===== src/msw_pkg.sv =====
// Shared types, constants and helpers for the sliding-window-minimum core.
// No dependencies; imported by every design module of the block.
`timescale 1ns / 1ps

package msw_pkg;

  localparam int MAX_WINDOW  = 64;
  localparam int SAMPLE_BITS = 16;
  localparam int WIN_BITS    = 7;
  localparam int COUNT_BITS  = 16;
  localparam int TREE_FAN    = 4;
  localparam int TREE_L1     = MAX_WINDOW / TREE_FAN;
  localparam int TREE_L2     = TREE_L1 / TREE_FAN;

  typedef logic [SAMPLE_BITS-1:0] sample_t;
  typedef logic [WIN_BITS-1:0]    win_t;
  typedef logic [COUNT_BITS-1:0]  count_t;

  localparam win_t    WIN_RESET    = win_t'(4);
  localparam win_t    WIN_MAX      = win_t'(MAX_WINDOW);
  localparam count_t  COUNT_MAX    = '1;
  localparam sample_t SAMPLE_EMPTY = '1;

  // Sideband carried alongside a beat through the min pipeline.
  typedef struct packed {
    logic last;  // beat closes the line
    logic upd;   // full window seen: front may raise the best level
  } tag_t;

  function automatic sample_t min4(input sample_t a, input sample_t b,
                                   input sample_t c, input sample_t d);
    sample_t ab;
    sample_t cd;
    ab = (a < b) ? a : b;
    cd = (c < d) ? c : d;
    return (ab < cd) ? ab : cd;
  endfunction

endpackage


===== src/msw_cell.sv =====
// One cell of the candidate chain: holds one sample and its live bit.
// Depends on msw_pkg.
`timescale 1ns / 1ps

module msw_cell (
  input  logic             clk,
  input  logic             rst,
  input  logic             en,
  input  logic             clr,
  input  logic             keep,
  input  msw_pkg::sample_t sample,
  input  msw_pkg::sample_t in_value,
  input  logic             in_live,
  output msw_pkg::sample_t value,
  output logic             live,
  output logic             pass
);
  import msw_pkg::*;

  always_ff @(posedge clk) begin
    if (rst) begin
      live <= 1'b0;
    end else if (en) begin
      live <= in_live;
    end
  end

  always_ff @(posedge clk) begin
    if (en) begin
      value <= in_value;
    end
  end

  // Survives the move one age step on: still inside the window and
  // strictly below the incoming sample (otherwise popped from the back).
  assign pass = live & ~clr & keep & (value < sample);

endmodule


===== src/msw_chain.sv =====
// Row of msw_cell; cell k holds the entry of age k, shifting once per beat.
// Depends on msw_pkg and msw_cell.
`timescale 1ns / 1ps

module msw_chain (
  input  logic             clk,
  input  logic             rst,
  input  logic             en,
  input  logic             clr,
  input  msw_pkg::win_t    w_eff,
  input  msw_pkg::sample_t sample,
  output msw_pkg::sample_t values [msw_pkg::MAX_WINDOW],
  output logic             lives  [msw_pkg::MAX_WINDOW]
);
  import msw_pkg::*;

  logic pass [MAX_WINDOW-1];

  genvar k;
  generate
    for (k = 0; k < MAX_WINDOW; k++) begin : g_cell
      logic    keep;
      sample_t in_value;
      logic    in_live;

      // entry moving out of cell k reaches age k+1
      assign keep = (win_t'(k + 1) < w_eff);

      if (k == 0) begin : g_head
        assign in_value = sample;
        assign in_live  = 1'b1;
      end else begin : g_body
        assign in_value = values[k-1];
        assign in_live  = pass[k-1];
      end

      if (k < MAX_WINDOW - 1) begin : g_link
        msw_cell u_cell (
          .clk      (clk),
          .rst      (rst),
          .en       (en),
          .clr      (clr),
          .keep     (keep),
          .sample   (sample),
          .in_value (in_value),
          .in_live  (in_live),
          .value    (values[k]),
          .live     (lives[k]),
          .pass     (pass[k])
        );
      end else begin : g_tail
        // oldest cell: its entry always ages out of any window
        msw_cell u_cell (
          .clk      (clk),
          .rst      (rst),
          .en       (en),
          .clr      (clr),
          .keep     (keep),
          .sample   (sample),
          .in_value (in_value),
          .in_live  (in_live),
          .value    (values[k]),
          .live     (lives[k]),
          .pass     ()
        );
      end
    end
  endgenerate

endmodule


===== src/msw_min_tree.sv =====
// Three-stage registered minimum over the live cells: gives the queue front.
// Depends on msw_pkg.
`timescale 1ns / 1ps

module msw_min_tree (
  input  logic             clk,
  input  logic             rst,
  input  logic             in_valid,
  input  msw_pkg::tag_t    in_tag,
  input  msw_pkg::sample_t values [msw_pkg::MAX_WINDOW],
  input  logic             lives  [msw_pkg::MAX_WINDOW],
  output logic             out_valid,
  output msw_pkg::tag_t    out_tag,
  output msw_pkg::sample_t front,
  output logic             last_busy
);
  import msw_pkg::*;

  sample_t masked [MAX_WINDOW];
  sample_t l1     [TREE_L1];
  sample_t l2     [TREE_L2];
  logic    v1, v2;
  tag_t    t1, t2;

  always_comb begin
    for (int i = 0; i < MAX_WINDOW; i++) begin
      masked[i] = lives[i] ? values[i] : SAMPLE_EMPTY;
    end
  end

  always_ff @(posedge clk) begin
    for (int g = 0; g < TREE_L1; g++) begin
      l1[g] <= min4(masked[4*g], masked[4*g+1], masked[4*g+2], masked[4*g+3]);
    end
    for (int g = 0; g < TREE_L2; g++) begin
      l2[g] <= min4(l1[4*g], l1[4*g+1], l1[4*g+2], l1[4*g+3]);
    end
    front <= min4(l2[0], l2[1], l2[2], l2[3]);
    t1      <= in_tag;
    t2      <= t1;
    out_tag <= t2;
  end

  always_ff @(posedge clk) begin
    if (rst) begin
      v1        <= 1'b0;
      v2        <= 1'b0;
      out_valid <= 1'b0;
    end else begin
      v1        <= in_valid;
      v2        <= v1;
      out_valid <= v2;
    end
  end

  assign last_busy = (v1 & t1.last) | (v2 & t2.last) | (out_valid & out_tag.last);

endmodule


===== src/max_of_sliding_window_minimum_core.sv =====
// Largest sliding-window minimum of a line; one result beat per line.
// Throughput: one sample beat per cycle within a line while no result beat is
// stalled; after a line end the input pauses until that line end has left the min tree.
// The result beat is registered after the end_of_line beat is taken and passes
// the chain register, the 3-stage min tree and the result register.
// Reset (rst, synchronous): empties the queue, window_length back to 4.
`timescale 1ns / 1ps

module max_of_sliding_window_minimum_core (
  input  logic                    clk,
  input  logic                    rst,
  // config: window_length, 0..64 (above 64 acts as 64)
  input  logic                    cfg_wr_en,
  input  logic [6:0]              cfg_wr_data,
  // sample stream
  input  logic                    s_tvalid,
  output logic                    s_tready,
  input  logic [15:0]             s_tdata,   // [15:0] sample
  input  logic                    s_tlast,   // end_of_line
  // result stream
  output logic                    m_tvalid,
  input  logic                    m_tready,
  output logic [15:0]             m_tdata    // [15:0] line_level
);
  import msw_pkg::*;

  // ---------------------------------------------------------------------
  // Control and line state
  // ---------------------------------------------------------------------
  win_t    window_length;
  win_t    w_eff;
  count_t  count;
  count_t  count_next;
  logic    fresh;        // next beat starts a new line: chain contents stale
  logic    accept;
  logic    upd;

  logic    v0;           // chain holds the snapshot of the beat just taken
  tag_t    tag0;

  sample_t values [MAX_WINDOW];
  logic    lives  [MAX_WINDOW];

  logic    tv;
  tag_t    tt;
  sample_t front;
  logic    tree_last_busy;

  sample_t best;
  sample_t best_new;

  assign accept = s_tvalid & s_tready;
  assign w_eff  = (window_length > WIN_MAX) ? WIN_MAX : window_length;

  // saturating per-line beat count, already counting the current beat
  assign count_next = (count == COUNT_MAX) ? count : count + count_t'(1);
  assign upd        = (w_eff != '0) && (count_t'(w_eff) <= count_next);

  // One line end in flight at a time; the result register must be free.
  assign s_tready = ~(v0 & tag0.last) & ~tree_last_busy & ~(m_tvalid & ~m_tready);

  always_ff @(posedge clk) begin
    if (rst) begin
      window_length <= WIN_RESET;
    end else if (cfg_wr_en) begin
      window_length <= cfg_wr_data;
    end
  end

  always_ff @(posedge clk) begin
    if (rst) begin
      count <= '0;
      fresh <= 1'b1;
      v0    <= 1'b0;
    end else begin
      v0 <= accept;
      if (accept) begin
        count <= s_tlast ? '0 : count_next;
        fresh <= s_tlast;
      end
    end
  end

  always_ff @(posedge clk) begin
    if (accept) begin
      tag0 <= '{last: s_tlast, upd: upd};
    end
  end

  // ---------------------------------------------------------------------
  // Candidate queue: cell k holds the sample of age k. On each beat every
  // live entry moves one cell on if it stays inside the window and is below
  // the new sample; the new sample always enters cell 0. Live values then
  // rise from old to new, so the front is the minimum of the live cells.
  // ---------------------------------------------------------------------
  msw_chain u_chain (
    .clk    (clk),
    .rst    (rst),
    .en     (accept),
    .clr    (fresh),
    .w_eff  (w_eff),
    .sample (s_tdata),
    .values (values),
    .lives  (lives)
  );

  msw_min_tree u_tree (
    .clk       (clk),
    .rst       (rst),
    .in_valid  (v0),
    .in_tag    (tag0),
    .values    (values),
    .lives     (lives),
    .out_valid (tv),
    .out_tag   (tt),
    .front     (front),
    .last_busy (tree_last_busy)
  );

  // ---------------------------------------------------------------------
  // Best level and result register
  // ---------------------------------------------------------------------
  assign best_new = (tt.upd && (front > best)) ? front : best;

  always_ff @(posedge clk) begin
    if (rst) begin
      best     <= '0;
      m_tvalid <= 1'b0;
    end else begin
      if (m_tvalid && m_tready) begin
        m_tvalid <= 1'b0;
      end
      if (tv) begin
        if (tt.last) begin
          m_tvalid <= 1'b1;
          best     <= '0;
        end else begin
          best <= best_new;
        end
      end
    end
  end

  // window zero or short line: no full window at the line end gives zero
  always_ff @(posedge clk) begin
    if (tv && tt.last) begin
      m_tdata <= tt.upd ? best_new : '0;
    end
  end

endmodule


===== config.mk =====
export PLATFORM = sky130hd
export DESIGN_NAME = max_of_sliding_window_minimum_core
export DESIGN_NICKNAME = d
export VERILOG_FILES = /design/src/msw_pkg.sv /design/src/msw_cell.sv /design/src/msw_chain.sv /design/src/msw_min_tree.sv /design/src/max_of_sliding_window_minimum_core.sv
export SDC_FILE = /design/constraint.sdc
export NUM_CORES = 2
export LEC_CHECK = 0
export ABC_AREA = 1
export ABC_CLOCK_PERIOD_IN_PS = 18100
export BUFFER_PORTS_ARGS = -buffer_cell sky130_fd_sc_hd__buf_2
export CELL_PAD_IN_SITES_DETAIL_PLACEMENT = 1
export CELL_PAD_IN_SITES_GLOBAL_PLACEMENT = 2
export CORE_MARGIN = 10
export CORE_UTILIZATION = 25
export DETAILED_ROUTE_END_ITERATION = 7
export GPL_TIMING_DRIVEN = 0
export PLACE_DENSITY = 0.6
export REMOVE_ABC_BUFFERS = 1
export SYNTH_ARGS = -nofsm -noshare
export SYNTH_HDL_FRONTEND = slang
export SYNTH_SLANG_ARGS = --single-unit

===== constraint.sdc =====
create_clock -name clk -period 18.1 [get_ports clk]
set_clock_uncertainty 0.05 [all_clocks]
set_input_delay 5.43 -clock clk [delete_from_list [all_inputs] [get_ports clk]]
set_output_delay 5.43 -clock clk [all_outputs]
set_load 0.02 [all_outputs]

======== Word level (Yosys, flattened, before mapping) ========
Memory sizes are Yosys's and may differ from the RTL's.
Cells that the tools add are included.
storage, ports and cells
  output and inout bits ................... 18
  memories kept ........................... 2
  flip-flop bits (word level) ............. 1173
  RAM bits ................................ 320
  word-level logic and storage cells ...... 687
memory list
  name       depth  width  rd ports  clocked after memory_dff  write ports  line                text
  u_tree.l1  16     16     16        0                         16           msw_min_tree.sv:20  sample_t l1 [TREE_L1];
  u_tree.l2  4      16     4         0                         4            msw_min_tree.sv:21  sample_t l2 [TREE_L2];
operators by class
  equal/unequal tests ..................... 1
  $lt $le $gt $ge ......................... 192
  $add $sub $neg .......................... 1
  bitwise logic cells ..................... 204
  reduce and logical (&&, ||, !) cells .... 5
  muxes and demuxes ....................... 135
operator list
  cell                                               count
  two-way mux 16 bit                                 131
  < comparator 16 bit                                126
  < comparator 6 x 7 -> 1 bit, first input constant  32
  bitwise AND 1 bit                                  197
  < comparator 5 x 7 -> 1 bit, first input constant  16
  < comparator 4 x 7 -> 1 bit, first input constant  8
  < comparator 3 x 7 -> 1 bit, first input constant  4
  adder 16 x 1 -> 16 bit, second input constant      1
  == test 16 bit, second input constant              1
  > comparator 16 bit                                1
  less-or-equal comparator 7 x 16 -> 1 bit           1
  < comparator 2 x 7 -> 1 bit, first input constant  2
  > comparator 7 bit, second input constant          1
  < comparator 1 x 7 -> 1 bit, first input constant  1
  two-way mux 7 bit                                  1
  nonzero test 7 bit                                 1
  NOT 1 bit                                          5
  logical AND 1 bit                                  4
  two-way mux 1 bit                                  3
  OR 1 bit                                           2

======== Longest topological paths before layout ========
  word-level depth ........................ 7
  depth in mapped cells ................... 29
  depth with buffers taken out ............ 26

======== Cells and area by module ========
A second synthesis with hierarchy kept.
second synthesis, totals
  cells, all modules ...................... 13822
  area total of the unflattened synthesis .. 109978.0 um^2
by module, submodules not included
  module                              instances  cells an instance  area an instance (um^2)
  msw_cell                            64         87                 922.1
  msw_min_tree                        1          7595               46741.1
  max_of_sliding_window_minimum_core  1          518                3612.2
  msw_chain                           1          141                608.1

======== Worst setup path after synthesis ========
OpenSTA, ideal clock, no wires.
  kind .................................... input to register
  start ................................... input port m_tready
  end ..................................... register tag0[0] (netlist name) (enable)
  slack ................................... -1.293 ns
  setup time .............................. 0.953 ns
  data required time ...................... 17.097 ns
  arrival ................................. 18.390 ns
  stages .................................. 8
  path through ............................ inv_1 > nand2_1 > nand3_1 > a211oi_2 > nand2_1 > inv_1 > buf_2 > buf_2
on the way
  longest elaborated chain between the ends .. 5
RTL lines
  element               line                                      text
  start, declared       max_of_sliding_window_minimum_core.sv:22  input logic m_tready,
  NOT 1 bit             max_of_sliding_window_minimum_core.sv:60  assign s_tready = ~(v0 & tag0.last) & ~tree_last_busy & ~(m_tvalid & ~m_tready);
  bitwise AND 1 bit     max_of_sliding_window_minimum_core.sv:60
  NOT 1 bit             max_of_sliding_window_minimum_core.sv:60
  bitwise AND 1 bit     max_of_sliding_window_minimum_core.sv:60
  via s_tready          max_of_sliding_window_minimum_core.sv:17  output logic s_tready,
  bitwise AND 1 bit     max_of_sliding_window_minimum_core.sv:52  assign accept = s_tvalid & s_tready;
  via accept            max_of_sliding_window_minimum_core.sv:35  logic accept;
  end signal, assigned  max_of_sliding_window_minimum_core.sv:86  tag0 <= '{last: s_tlast, upd: upd};
  end, declared         max_of_sliding_window_minimum_core.sv:39  tag_t tag0;
The timed path passes the listed nets, and every way through them passes these cells.
A chain may end at the register's enable or synchronous reset.

======== Worst setup path after layout ========
  start ................................... input port m_tready
  end ..................................... output port s_tready
on the way
  longest elaborated chain between the ends .. 4
RTL lines
  element            line
  NOT 1 bit          max_of_sliding_window_minimum_core.sv:60
  bitwise AND 1 bit  max_of_sliding_window_minimum_core.sv:60
  NOT 1 bit          max_of_sliding_window_minimum_core.sv:60
  bitwise AND 1 bit  max_of_sliding_window_minimum_core.sv:60
  end, declared      max_of_sliding_window_minimum_core.sv:17
No other way between the ends.

==> impl_metrics.env <==
export IMPL_fin_crit_sh=0.647
export IMPL_cp_end_kind="output port"
export IMPL_globalRouteTotalUtil=0.167
export IMPL_syn_area_um2=103000
export IMPL_ctsLongestPathBuffers=4
export IMPL_worstPathArrival_ns=6.24
export IMPL_yosysWarnings=0
export IMPL_violations="max-capacitance violations, max-slew violations"
export IMPL_power_mw=9.30
export IMPL_synth_edf_count=1042
export IMPL_synth_top_cell_area_share=0.303
export IMPL_clock_sinks=1493
export IMPL_final_core_util=0.285
export IMPL_worst_pin_slew_ns=1.53
export IMPL_clk_pin_slew_ns=0.06
export IMPL_path_class="in -> out"
export IMPL_wl_um=380000
export IMPL_fin_area_um2=117000
export IMPL_synthSimpleGateAreaFrac=0.207
export IMPL_muxShareOfSynthArea=0
export IMPL_hold_ws_ns=0.283
export IMPL_maxCapViolCount=2
export IMPL_drt_vias_per_instance=4.86
export IMPL_wl_per_cell_um=21.7
export IMPL_critPathBufInv=3
export IMPL_grt_setup_unrepaired="no"
export IMPL_num_io_pins=47
export IMPL_critPathMaxStageDelay_ns=0.30
export IMPL_cp_top_family="buffers and inverters"
export IMPL_grt_pass1_wl_um=570000
export IMPL_path_max_fanout=2
export IMPL_die_y_um=663
export IMPL_synth_top_family_by_area="adder cells"
export IMPL_post_cts_setup_buffers=0
export IMPL_layout_setup_ws_ns=6.38
export IMPL_core_area_um2=410000
export IMPL_tns_ns=0
export IMPL_drive_above_1_share=0.0834
export IMPL_final_cell_mix="nand2_1 (2648), ha_1 (1898), edfxtp_1 (1042), a21oi_1 (1000), nor2_1 (984)"
export IMPL_die_w_um=663
export IMPL_path_cells="buf_2 > inv_1 > nand2_1 > nand3_1 > a211oi_2 > buf_2"
export IMPL_synthDistinctLibCells=56
export IMPL_ant_nets=0
export IMPL_max_freq_ghz=0.0854
export IMPL_setup_viol=0
export IMPL_fp_dieArea_um2=439000
export IMPL_place_area_um2=110000
export IMPL_place_inst=17126
export IMPL_clk_insertion_delay_late_ns=0.92
export IMPL_synth_avg_cell_area_um2=8.67
export IMPL_cp_slowest_cell="a211oi_2"
export IMPL_final_cells=17515
export IMPL_clockRootBuffer="clkbuf_16"
export IMPL_outcome="finished, violations left"
export IMPL_async_flop_share=0
export IMPL_synth_top_area_cell="edfxtp_1"
export IMPL_ctsResizeCount=0
export IMPL_fin_crit_ns=11.72
export IMPL_num_rows=235
export IMPL_cts_tree="done"
export IMPL_area_growth_syn_to_layout_pct=13.2
export IMPL_yosysSeqAreaShare=0.391
export IMPL_startpoint_type="input pin"
export IMPL_drc_errors=0
export IMPL_dr_total_vias=85057
export IMPL_synth_fa_ha_area_frac=0.230
export IMPL_initial_utilization=0.252
export IMPL_ys_flop_type="edfxtp_1"
export IMPL_grt_pass1_vias=89965
export IMPL_drv_slew=6
export IMPL_synth_xor_area_share=0.000679
export IMPL_final_common_cell="nand2_1"
export IMPL_dr_pass1_iters=5
export IMPL_place_hpwl_um=292000
export IMPL_syn_inst=11907
export IMPL_cts_buffers=198
export IMPL_cts_hold_fix_buffers=0
export IMPL_maxSlewHeadroom=-0.0230
export IMPL_vdd_ir_drop_max_mv=0.0694
export IMPL_gp_congestion=0.810
export IMPL_grt_start_max_net_pins=125
export IMPL_hold_viol=0
export IMPL_p_leak_nw=51.1
export IMPL_min_path_type="reg -> reg"
export IMPL_crit_top_cell="buf_2"
export IMPL_h_tree_depth=4
export IMPL_dpl_worst_slack_ns=6.35
export IMPL_power_density_nw_per_um2=79.6
export IMPL_drt_initial_drc_count=4371
export IMPL_fin_nets=13802
export IMPL_fill_cells=47900
export IMPL_crit_required_ns=12.62
export IMPL_synth_compound_area_share=0.121
export IMPL_synth_area_leaders="edfxtp_1 (30%), ha_1 (23%), nand2_1 (9.6%)"
export IMPL_ys_ff_latch=1493
export IMPL_port_buffers=46
export IMPL_grt_ovfl_total=0
export IMPL_antenna_found_initial=22
cell usage after synthesis, types with 16 or more instances:
cell type / instances
buf_4: 16
inv_2: 20
nor3_1: 74
o21a_1: 51
nand4_1: 200
nand2_2: 18
nand3b_1: 35
a21boi_0: 32
clkbuf_1: 255
o211ai_1: 101
a21oi_1: 1000
nor2_2: 18
or2_2: 465
o221ai_1: 21
dfxtp_1: 451
inv_1: 1002
a211oi_1: 79
buf_1: 20
nor2_1: 986
nand3_1: 468
buf_6: 16
ha_1: 1898
o22ai_1: 17
o2111ai_1: 22
nand2_4: 26
a2111oi_0: 50
o21ai_0: 740
edfxtp_1: 1042
o221a_2: 20
nand2_1: 2649
per-layer routing:
layer / wire, um / global-route usage
met1: 179000 / 0.225
met2: 176000 / 0.283
met3: 12300 / 0.0154
met4: 12100 / 0.0503
met5: 241 / 0
registers in the layout, summed over array words and instances (netlist names), 2 cells and up:
| name | count |
|---|---|
| u_tree.l1 | 256 |
| u_chain.g_cell.g_link.u_cell.live | 63 |
| u_tree.t2 | 2 |
| u_tree.out_tag | 2 |
| window_length | 7 |
| u_tree.l2 | 64 |
| tag0 | 2 |
| u_tree.t1 | 2 |
| u_chain.g_cell.g_tail.u_cell.value | 16 |
| m_tdata | 16 |
| u_chain.g_cell.g_link.u_cell.value | 1008 |
| best | 16 |
| count | 16 |
| u_tree.front | 16 |
layout make-up:
type	instances	area, um^2	share of cell area
clock inverter	96	877	0.00751
sequential	1493	40300	0.345
clock buffer	273	5820	0.0498
timing repair buffer	85	1240	0.0106
multi-input combinational	9071	57800	0.494
tap	5451	6820	0.0584
antenna	20	50.0	0.000428
inverter	1026	3940	0.0337
cell families after synthesis:
kind of cell / count (synthesis)
xor gates and xnor gates: 8
buffers and inverters: 1343
and+or+nand+nor: 4952
adders and majority gates: 1898
DFF: 1493
AOI/OAI and AO/OA: 2213
report_power, final:
part / leakage (nW) / internal [mW] / switching (mW)
Combinational: 34.8 / 0.334 / 0.762
Clock: 3.30 / 2.42 / 1.69
Sequential: 13.0 / 3.89 / 0.207
final timing paths:
kind / start / end / slack [ns] / depth (start not counted)
min reg2reg: u_tree.t1[0] / u_tree.t2[0] / 0.28 / 0
min: u_tree.t1[0] / u_tree.t2[0] / 0.28 / 0
max: m_tready / s_tready / 6.38 / 6
max reg2reg: u_chain.g_cell[62].g_link.u_cell.live / u_tree.l1[1][118] / 12.72 / 22
worst reg2reg max path: cells and delay by family, from the launching register on:
family	cells	cell delay, ns
AOI/OAI and AO/OA	5	1.54
DFF	1	0.51
adders and majority gates	2	0.61
and+or+nand+nor	12	1.69
buffers and inverters	3	0.83
Note: power is estimated with default switching activity, not from simulation.
